File: config.mk
export PLATFORM = sky130hd
export DESIGN_NAME = sliding_window_min_max_avg_core
export DESIGN_NICKNAME = d
export VERILOG_FILES = /design/src/rtl/core/swmma_pkg.sv /design/src/rtl/core/swmma_ring.sv /design/src/rtl/core/swmma_div.sv /design/src/rtl/core/sliding_window_min_max_avg_core.sv
export VERILOG_INCLUDE_DIRS = /design/src /design/src/rtl/core
export SDC_FILE = /design/constraint.sdc
export NUM_CORES = 1
export LEC_CHECK = 0
export ABC_AREA = 1
export BUFFER_PORTS_ARGS = -buffer_cell sky130_fd_sc_hd__buf_2
export CAP_MARGIN = 20
export CELL_PAD_IN_SITES_DETAIL_PLACEMENT = 1
export CELL_PAD_IN_SITES_GLOBAL_PLACEMENT = 1
export CORE_MARGIN = 5
export CORE_UTILIZATION = 45
export CTS_BUF_LIST = sky130_fd_sc_hd__clkbuf_16
export CTS_CLUSTER_DIAMETER = 40
export CTS_CLUSTER_SIZE = 20
export DETAILED_ROUTE_END_ITERATION = 8
export MAX_ROUTING_LAYER = met4
export PLACE_DENSITY = 0.73
export SYNTH_ARGS = -nofsm -noshare
export SYNTH_HDL_FRONTEND = slang
export SYNTH_SLANG_ARGS = --single-unit
export TNS_END_PERCENT = 100
File: constraint.sdc
create_clock -name clk_i -period 2.55 [get_ports clk_i]
set_input_delay 0.51 -clock clk_i [delete_from_list [all_inputs] [get_ports clk_i]]
set_output_delay 0.51 -clock clk_i [all_outputs]
set_load 0.1 [all_outputs]
File: src/rtl/core/sliding_window_min_max_avg_core_macros.svh
// Assertion macros for the sliding window statistics core.
// Used by the top level; expects clk_i and rst_ni in the including scope.
`ifndef SLIDING_WINDOW_MIN_MAX_AVG_CORE_MACROS_SVH
`define SLIDING_WINDOW_MIN_MAX_AVG_CORE_MACROS_SVH
`ifndef NO_ASSERTIONS
// Checked while reset is released.
`define SWMMA_ASSERT(lbl, prop, msg) \
  lbl: assert property (@(posedge clk_i) disable iff (!rst_ni) prop) \
    else $error(msg);
// Checked at every edge, reset included.
`define SWMMA_ASSERT_RST(lbl, prop, msg) \
  lbl: assert property (@(posedge clk_i) prop) else $error(msg);
`else
`define SWMMA_ASSERT(lbl, prop, msg)
`define SWMMA_ASSERT_RST(lbl, prop, msg)
`endif
`endif

File: src/rtl/core/swmma_pkg.sv
// Shared constants, types and helper functions for the sliding window core.
// No dependencies; used by every module of the block.
package swmma_pkg;

  localparam int unsigned MaxWindow     = 32;
  localparam int unsigned SampleBits    = 12;
  localparam int unsigned CfgBits       = 6;
  localparam int unsigned DefaultWindow = 8;

  localparam int unsigned SampleMax = (1 << SampleBits) - 1;
  localparam int unsigned IdxBits   = $clog2(MaxWindow);
  localparam int unsigned WinBits   = $clog2(MaxWindow + 1);
  localparam int unsigned SumBits   = $clog2(MaxWindow * SampleMax + 1);
  localparam int unsigned CntBits   = $clog2(SumBits + 1);

  // Divider status handed back to the sequencer.
  typedef struct packed {
    logic busy;
    logic done;
  } div_stat_t;

  // Maps a written window size onto the legal range.
  function automatic logic [WinBits-1:0] limit_window(logic [CfgBits-1:0] v);
    logic [WinBits-1:0] r;
    if (v == '0) begin
      r = WinBits'((DefaultWindow > MaxWindow) ? MaxWindow : DefaultWindow);
    end else if (int'(v) > int'(MaxWindow)) begin
      r = WinBits'(MaxWindow);
    end else begin
      r = WinBits'(v);
    end
    return r;
  endfunction

endpackage

File: src/rtl/core/swmma_ring.sv
// Sample history memory: one write port and one registered read port.
// Depends on swmma_pkg for depth and sample width.
module swmma_ring (
  input  logic                             clk_i,
  input  logic                             we_i,
  input  logic [swmma_pkg::IdxBits-1:0]    waddr_i,
  input  logic [swmma_pkg::SampleBits-1:0] wdata_i,
  input  logic                             re_i,
  input  logic [swmma_pkg::IdxBits-1:0]    raddr_i,
  output logic [swmma_pkg::SampleBits-1:0] rdata_o
);

  logic [swmma_pkg::SampleBits-1:0] mem_q [swmma_pkg::MaxWindow];
  logic [swmma_pkg::SampleBits-1:0] rdata_q;

  always_ff @(posedge clk_i) begin
    if (we_i) begin
      mem_q[waddr_i] <= wdata_i;
    end
  end

  always_ff @(posedge clk_i) begin
    if (re_i) begin
      rdata_q <= mem_q[raddr_i];
    end
  end

  assign rdata_o = rdata_q;

endmodule

File: src/rtl/core/swmma_div.sv
// Restoring divider, one quotient bit per cycle, for the window average.
// Depends on swmma_pkg for operand widths and the status struct.
module swmma_div (
  input  logic                             clk_i,
  input  logic                             rst_ni,
  input  logic                             start_i,
  input  logic [swmma_pkg::SumBits-1:0]    dividend_i,
  input  logic [swmma_pkg::WinBits-1:0]    divisor_i,
  output swmma_pkg::div_stat_t             stat_o,
  output logic [swmma_pkg::SampleBits-1:0] quotient_o
);

  localparam int unsigned SB = swmma_pkg::SumBits;
  localparam int unsigned WB = swmma_pkg::WinBits;
  localparam int unsigned CB = swmma_pkg::CntBits;

  logic [SB-1:0] quo_q, quo_d;
  logic [WB-1:0] rem_q, rem_d;
  logic [WB-1:0] dvs_q, dvs_d;
  logic [CB-1:0] cnt_q, cnt_d;
  logic          busy_q, busy_d;
  logic          done_q, done_d;
  logic [WB:0]   trial;
  logic          fits;

  assign trial = {rem_q, quo_q[SB-1]};
  assign fits  = (trial >= {1'b0, dvs_q});

  always_comb begin
    quo_d  = quo_q;
    rem_d  = rem_q;
    dvs_d  = dvs_q;
    cnt_d  = cnt_q;
    busy_d = busy_q;
    done_d = 1'b0;
    if (start_i && !busy_q) begin
      quo_d  = dividend_i;
      rem_d  = '0;
      dvs_d  = divisor_i;
      cnt_d  = CB'(SB);
      busy_d = 1'b1;
    end else if (busy_q) begin
      // The remainder stays below the divisor, so it fits in WB bits.
      rem_d = fits ? WB'(trial - {1'b0, dvs_q}) : trial[WB-1:0];
      quo_d = {quo_q[SB-2:0], fits};
      cnt_d = cnt_q - 1'b1;
      if (cnt_q == CB'(1)) begin
        busy_d = 1'b0;
        done_d = 1'b1;
      end
    end
  end

  always_ff @(posedge clk_i or negedge rst_ni) begin
    if (!rst_ni) begin
      quo_q  <= '0;
      rem_q  <= '0;
      dvs_q  <= '0;
      cnt_q  <= '0;
      busy_q <= 1'b0;
      done_q <= 1'b0;
    end else begin
      quo_q  <= quo_d;
      rem_q  <= rem_d;
      dvs_q  <= dvs_d;
      cnt_q  <= cnt_d;
      busy_q <= busy_d;
      done_q <= done_d;
    end
  end

  assign stat_o.busy = busy_q;
  assign stat_o.done = done_q;
  // The average never exceeds the largest sample, so the low bits hold it.
  assign quotient_o  = quo_q[swmma_pkg::SampleBits-1:0];

endmodule

File: src/rtl/core/sliding_window_min_max_avg_core.sv
// Sliding window minimum, maximum and average over converter samples.
// Depends on swmma_pkg, swmma_ring, swmma_div and the assertion macro header.
//
// Usage: the input channel (in_valid_i / in_ready_o / sample_i) carries one
// 12-bit sample per request. Each request yields exactly one result on the
// output channel (out_valid_o / out_ready_i) with the window minimum, maximum,
// truncated average, and the overall minimum and maximum since the last clear.
// The window size register is written through cfg_we_i / cfg_wdata_i; a write
// clears the history and the overall statistics. A value of zero selects a
// window of 8 and values above 32 select 32.
// Flow: after a request is accepted the sequencer walks the filled entries,
// one memory read per cycle, then runs a bit-serial divide of the window sum
// by the fill count. The read port and the divider set the time to a result;
// one request is in flight at a time and in_ready_o is low until it finishes.
// Reset clears the window size to 8, the fill count, the write position and
// the statistics; no memory clearing pass is needed. The result sits in an
// output register, so a new request is taken while it waits; if the receiver
// stalls, the next result waits in the sequencer until the register frees up.
`include "sliding_window_min_max_avg_core_macros.svh"

module sliding_window_min_max_avg_core (
  input  logic                             clk_i,
  input  logic                             rst_ni,
  input  logic                             cfg_we_i,
  input  logic [swmma_pkg::CfgBits-1:0]    cfg_wdata_i,
  input  logic                             in_valid_i,
  output logic                             in_ready_o,
  input  logic [swmma_pkg::SampleBits-1:0] sample_i,
  output logic                             out_valid_o,
  input  logic                             out_ready_i,
  output logic [swmma_pkg::SampleBits-1:0] window_min_o,
  output logic [swmma_pkg::SampleBits-1:0] window_max_o,
  output logic [swmma_pkg::SampleBits-1:0] window_avg_o,
  output logic [swmma_pkg::SampleBits-1:0] overall_min_o,
  output logic [swmma_pkg::SampleBits-1:0] overall_max_o
);

  localparam int unsigned SW = swmma_pkg::SampleBits;
  localparam int unsigned WB = swmma_pkg::WinBits;
  localparam int unsigned IB = swmma_pkg::IdxBits;
  localparam int unsigned SB = swmma_pkg::SumBits;

  typedef enum logic [1:0] {
    StIdle,
    StScan,
    StDiv,
    StDone
  } state_e;

  state_e        state_q, state_d;
  logic [WB-1:0] ws_q, ws_d;
  logic [IB-1:0] wp_q, wp_d;
  logic [WB-1:0] fill_q, fill_d;
  logic [SW-1:0] seen_min_q, seen_min_d;
  logic [SW-1:0] seen_max_q, seen_max_d;
  logic [SW-1:0] min_q, min_d;
  logic [SW-1:0] max_q, max_d;
  logic [SB-1:0] sum_q, sum_d;
  logic [WB-1:0] rd_idx_q, rd_idx_d;
  logic          rd_pend_q, rd_pend_d;
  logic          out_valid_q, out_valid_d;
  logic [SW-1:0] omin_q, omin_d;
  logic [SW-1:0] omax_q, omax_d;
  logic [SW-1:0] oavg_q, oavg_d;
  logic [SW-1:0] ogmin_q, ogmin_d;
  logic [SW-1:0] ogmax_q, ogmax_d;

  logic                 accept;
  logic [IB-1:0]        wp_eff;
  logic [WB-1:0]        wp_inc;
  logic                 rd_issue;
  logic                 div_start;
  logic                 out_free;
  logic [SW-1:0]        rdata;
  logic [SW-1:0]        div_q;
  logic [SW-1:0]        smin_new;
  logic [SW-1:0]        smax_new;
  swmma_pkg::div_stat_t div_st;

  assign in_ready_o = (state_q == StIdle) && !cfg_we_i;
  assign accept     = in_valid_i && in_ready_o;

  // A stale write position beyond the window restarts at the first entry.
  assign wp_eff = (WB'(wp_q) >= ws_q) ? '0 : wp_q;
  assign wp_inc = WB'(wp_eff) + 1'b1;

  // The walk reads entries 0 .. fill-1; data returns in the cycle after issue.
  assign rd_issue  = (state_q == StScan) && (rd_idx_q < fill_q);
  assign div_start = (state_q == StScan) && !rd_issue && !rd_pend_q;
  assign out_free  = !out_valid_q || out_ready_i;

  assign smin_new = (min_q < seen_min_q) ? min_q : seen_min_q;
  assign smax_new = (max_q > seen_max_q) ? max_q : seen_max_q;

  swmma_ring u_ring (
    .clk_i   (clk_i),
    .we_i    (accept),
    .waddr_i (wp_eff),
    .wdata_i (sample_i),
    .re_i    (rd_issue),
    .raddr_i (rd_idx_q[IB-1:0]),
    .rdata_o (rdata)
  );

  swmma_div u_div (
    .clk_i      (clk_i),
    .rst_ni     (rst_ni),
    .start_i    (div_start),
    .dividend_i (sum_q),
    .divisor_i  (fill_q),
    .stat_o     (div_st),
    .quotient_o (div_q)
  );

  always_comb begin
    state_d     = state_q;
    ws_d        = ws_q;
    wp_d        = wp_q;
    fill_d      = fill_q;
    seen_min_d  = seen_min_q;
    seen_max_d  = seen_max_q;
    min_d       = min_q;
    max_d       = max_q;
    sum_d       = sum_q;
    rd_idx_d    = rd_idx_q;
    rd_pend_d   = 1'b0;
    out_valid_d = out_valid_q;
    omin_d      = omin_q;
    omax_d      = omax_q;
    oavg_d      = oavg_q;
    ogmin_d     = ogmin_q;
    ogmax_d     = ogmax_q;

    if (out_valid_q && out_ready_i) begin
      out_valid_d = 1'b0;
    end

    case (state_q)
      StIdle: begin
        if (accept) begin
          wp_d     = (wp_inc >= ws_q) ? '0 : wp_inc[IB-1:0];
          fill_d   = (fill_q < ws_q) ? fill_q + 1'b1 : fill_q;
          min_d    = SW'(swmma_pkg::SampleMax);
          max_d    = '0;
          sum_d    = '0;
          rd_idx_d = '0;
          state_d  = StScan;
        end
      end
      StScan: begin
        if (rd_issue) begin
          rd_idx_d = rd_idx_q + 1'b1;
        end
        rd_pend_d = rd_issue;
        if (rd_pend_q) begin
          if (rdata < min_q) begin
            min_d = rdata;
          end
          if (rdata > max_q) begin
            max_d = rdata;
          end
          sum_d = sum_q + SB'(rdata);
        end
        if (div_start) begin
          state_d = StDiv;
        end
      end
      StDiv: begin
        if (div_st.done) begin
          state_d = StDone;
        end
      end
      StDone: begin
        if (out_free) begin
          seen_min_d  = smin_new;
          seen_max_d  = smax_new;
          omin_d      = min_q;
          omax_d      = max_q;
          oavg_d      = div_q;
          ogmin_d     = smin_new;
          ogmax_d     = smax_new;
          out_valid_d = 1'b1;
          state_d     = StIdle;
        end
      end
      default: begin
        state_d = StIdle;
      end
    endcase

    // A window size write restarts the history and the overall statistics.
    if (cfg_we_i) begin
      ws_d       = swmma_pkg::limit_window(cfg_wdata_i);
      wp_d       = '0;
      fill_d     = '0;
      seen_min_d = SW'(swmma_pkg::SampleMax);
      seen_max_d = '0;
    end
  end

  always_ff @(posedge clk_i or negedge rst_ni) begin
    if (!rst_ni) begin
      state_q     <= StIdle;
      ws_q        <= swmma_pkg::limit_window(
                       swmma_pkg::CfgBits'(swmma_pkg::DefaultWindow));
      wp_q        <= '0;
      fill_q      <= '0;
      seen_min_q  <= SW'(swmma_pkg::SampleMax);
      seen_max_q  <= '0;
      min_q       <= '0;
      max_q       <= '0;
      sum_q       <= '0;
      rd_idx_q    <= '0;
      rd_pend_q   <= 1'b0;
      out_valid_q <= 1'b0;
      omin_q      <= '0;
      omax_q      <= '0;
      oavg_q      <= '0;
      ogmin_q     <= '0;
      ogmax_q     <= '0;
    end else begin
      state_q     <= state_d;
      ws_q        <= ws_d;
      wp_q        <= wp_d;
      fill_q      <= fill_d;
      seen_min_q  <= seen_min_d;
      seen_max_q  <= seen_max_d;
      min_q       <= min_d;
      max_q       <= max_d;
      sum_q       <= sum_d;
      rd_idx_q    <= rd_idx_d;
      rd_pend_q   <= rd_pend_d;
      out_valid_q <= out_valid_d;
      omin_q      <= omin_d;
      omax_q      <= omax_d;
      oavg_q      <= oavg_d;
      ogmin_q     <= ogmin_d;
      ogmax_q     <= ogmax_d;
    end
  end

  assign out_valid_o   = out_valid_q;
  assign window_min_o  = omin_q;
  assign window_max_o  = omax_q;
  assign window_avg_o  = oavg_q;
  assign overall_min_o = ogmin_q;
  assign overall_max_o = ogmax_q;

  // The fill count never runs past the configured window.
  `SWMMA_ASSERT(a_fill_in_window, fill_q <= ws_q, "fill count exceeds window size")
  // The divider is idle whenever a new request can be taken.
  `SWMMA_ASSERT(a_ready_div_idle, in_ready_o |-> !div_st.busy, "request taken while dividing")
  // A finished average lies between the window extremes.
  `SWMMA_ASSERT(a_avg_bounded,
    (state_q == StDone) |-> (min_q <= max_q && div_q >= min_q && div_q <= max_q),
    "window average outside window extremes")
  // A window size write leaves an empty history behind it.
  `SWMMA_ASSERT(a_cfg_clears, cfg_we_i |=> (fill_q == '0 && wp_q == '0),
    "window size write did not clear history")
  // Once reset has been seen at an edge, no result is presented at the next one.
  `SWMMA_ASSERT_RST(a_rst_no_out, !rst_ni |=> !out_valid_o, "result valid during reset")

endmodule
==> flow_metrics.env <==
export IMPL_relSlewSlack_pct=42.6
export IMPL_drtIter0Drc=1386
export IMPL_finalHoldWorstSlack_ps=166
export IMPL_yosys_area_top_type_share_pct=45.4
export IMPL_violations="setup timing"
export IMPL_max_vdd_ir_drop_v=0.00130
export IMPL_async_flop_share_pct=32.2
export IMPL_portBuffers=84
export IMPL_ys_seq_area_share_pct=63.5
export IMPL_h_tree_depth=3
export IMPL_finalSetupViolCount=137
export IMPL_synth_nets=2613
export IMPL_synth_edf_count=396
export IMPL_synth_top_cell_by_area="edfxtp_1"
export IMPL_tns_ps=-5310
export IMPL_layout_commonest_cell="nand2_1"
export IMPL_drt_wl_total_mm=80.2
export IMPL_setup_ws_ps=-225
export IMPL_die_area_sq_mm=0.0631
export IMPL_initial_core_util_pct=45.4
export IMPL_track_usage_pct=25.7
export IMPL_syn_area_sq_mm=0.0262
export IMPL_fin_area_sq_mm=0.0325
export IMPL_routedWlPerCell_microns=22.6
export IMPL_timing_final_crit_share_pct=109
export IMPL_max_freq_mhz=360
export IMPL_netlist_top_cells_area="edfxtp_1 (45%), dfrtp_1 (17%), nand2_1 (6.3%), nor2_1 (6.0%), o21ai_0 (5.0%)"
export IMPL_ys_flop_type="edfxtp_1"
export IMPL_cap_violations=0
export IMPL_grt_pass1_vias=21600
export IMPL_tritoncts="yes"
export IMPL_outcome="complete, but fails checks"
export IMPL_synth_cell_types=49
export IMPL_syn_avg_cell_area_sq_um=10.5
export IMPL_grt_overflow=0
export IMPL_critPathMaxFanout=4
export IMPL_clockBufferDepth=3
export IMPL_worstSetupStartpointType="flip-flop"
export IMPL_clk_pin_slew_ps=50
export IMPL_core_sq_mm=0.0577
export IMPL_core_rowCount=88
export IMPL_final_util_pct=56.4
export IMPL_final_cell_mix="nand2_1 (422), edfxtp_1 (396), nor2_1 (380)"
export IMPL_layout_nets=2827
export IMPL_grt_pass1_wl_mm=124
export IMPL_antenna_left=0
export IMPL_yosysWarningCount=0
export IMPL_cts_buffers=94
export IMPL_remaining_drc_errors=0
export IMPL_worst_slew_pin_slew_ps=862
export IMPL_power_density_mw_per_mm2=1290
export IMPL_end_kind="flip-flop"
export IMPL_ioPinCount=85
export IMPL_ys_ff_latch=584
export IMPL_synthCells=2494
export IMPL_drt_vias_per_instance=5.63
export IMPL_critical_path_class="flip-flop to flip-flop"
export IMPL_period_needed_ps=2770
export IMPL_fp_dieH_microns=251
export IMPL_grt_antenna_before_repair=0
export IMPL_dr_pass1_iters=5
export IMPL_clkSinkCount=584
export IMPL_cp_required_ps=3130
export IMPL_cp_data_arrival_time_ps=3360
export IMPL_place_congestion=0.868
export IMPL_grt_max_degree=119
export IMPL_hold_viol_final=0
export IMPL_layout_drive_gt1_share_pct=18.9
export IMPL_min_path_type="input port to flip-flop"
export IMPL_power_leakage_nw=13.1
export IMPL_finalClockSkew_ps=26.4
export IMPL_worstSkewPairLatency_ps=660
export IMPL_hpwlAfterDp_mm=52.0
export IMPL_syn2layout_area_growth_pct=24.2
export IMPL_vias=20000
export IMPL_rsz0062_at_grt="yes"
export IMPL_ctsRootBufferMaster="clkbuf_16"
export IMPL_slew_violations=0
export IMPL_placed_cell_area_sq_mm=0.0288
export IMPL_die_width_microns=251
export IMPL_diodes=0
-- Yosys cell counts (11+ instances only) --
| library cell | number |
|---|---|
| nand2_1 | 440 |
| nor2_1 | 418 |
| edfxtp_1 | 396 |
| o21ai_0 | 261 |
| dfrtp_1 | 175 |
| inv_1 | 160 |
| nand3_1 | 115 |
| ha_1 | 94 |
| a21oi_1 | 81 |
| clkbuf_1 | 63 |
| o32ai_1 | 53 |
| buf_2 | 37 |
| o211ai_1 | 34 |
| nand4_1 | 14 |
| o22ai_1 | 14 |
| dfstp_2 | 13 |
| o21ai_2 | 11 |
| or2_2 | 11 |
-- what timing repair did --
action                     CTS  global route
hold buffers                 1             0
cloned                       1             3
setup endpoints to repair  307           383
setup buffers               16             2
resized for setup           32            35
hold endpoints to repair    47             0
pin swaps                   19             9
-- cell type report --
| type | count | area [sq um] |
|---|---|---|
| well taps | 765 | 957 |
| inverters | 165 | 627 |
| clock buffers | 96 | 2400 |
| fillers | 6078 | 25200 |
| clock inverters | 78 | 773 |
| repair buffers | 239 | 2270 |
| flip-flops and latches | 584 | 16600 |
| multi-input cells | 1624 | 8860 |
-- path summary, 6_finish.rpt --
path                                              start                            to  slack, ps  depth (start not counted)
max                                 ws_q[3]$_DFFE_PN1P_           wp_q[3]$_DFFE_PN0P_       -220                         17
min                                      cfg_wdata_i[2]           ws_q[2]$_DFFE_PN0P_        170                          3
min reg2reg                overall_max_o[4]$_DFFE_PN0P_  overall_max_o[4]$_DFFE_PN0P_        470                          2
max in group asynchronous                        rst_ni     seen_min_q[2]$_DFFE_PN1P_       1370                          3
min in group asynchronous                        rst_ni    u_div.rem_q[5]$_DFFE_PN0P_        400                          2
max reg2reg                         ws_q[3]$_DFFE_PN1P_           wp_q[3]$_DFFE_PN0P_       -220                         17
-- critical path: stages (launching register included) --
cell and delay, ps:
dfstp_2 520, inv_2 50, ha_4 210, nand2_2 60, nand2_2 60, a21oi_4 260, nand3_4 140, nor2_1 200
nand2_2 120, nand2_2 90, and2_4 150, ha_4 200, nand2_4 70, nor2_1 60, a211oi_2 220, a21boi_2 200
nand2_1 60, nand2_1 70
-- routing by layer --
metal  vias up  global-route usage (%)  part of all wire [%]
li1       9107                       -                     -
met1     10200                    31.3                    41
met2       536                    44.4                    51
met3       174                    3.66                   4.3
met4         0                    8.64                   3.2
met5         -                       -                     0
-- per-stage QoR --
| step | instances | total power, mW | setup slack, ps |
|---|---|---|---|
| 4_1_cts | 3546 | 42.1 | -135 |
| 3_5_place_dp | 3354 | 29.0 | -574 |
| 6_report | 3551 | 42.0 | -225 |
| 3_3_place_gp | 3354 | 28.3 | -236 |
| 2_1_floorplan | 2494 | 23.4 | -84.0 |
| 5_1_grt | 3551 | 44.2 | -376 |
-- where the power goes --
group	leakage [nW]	internal, mW	switching [mW]
Sequential	5.96	11.6	1.04
Combinational	5.59	4.58	12.0
Clock	1.57	7.82	4.99
-- flip-flops by register name (all words and copies together), names as in the netlist, 6 cells and up --
name,flops
overall_min_o,12
u_div.rem_q,6
window_max_o,12
seen_min_q,12
overall_max_o,12
u_ring.rdata_o,12
seen_max_q,12
sum_q,17
u_ring.mem_q,384
window_min_o,12
rd_idx_q,6
u_div.quo_q,17
max_q,12
window_avg_o,12
fill_q,6
ws_q,6
u_div.dvs_q,6
min_q,12
-- cell families (layout without fill, tap and decap cells) --
group	after synthesis	count (layout)	share of synthesized area, %
multiplexers	4	4	0.153
AO/OA/AOI/OAI	490	490	11.2
flip-flops	584	584	63.5
adder cells (fa/ha/maj)	96	96	4.65
AND/OR/NAND/NOR	1023	1023	15.7
XOR/XNOR	11	11	0.368
buffers and inverters	286	578	4.50
Note: power is estimated with default switching activity, not from simulation.
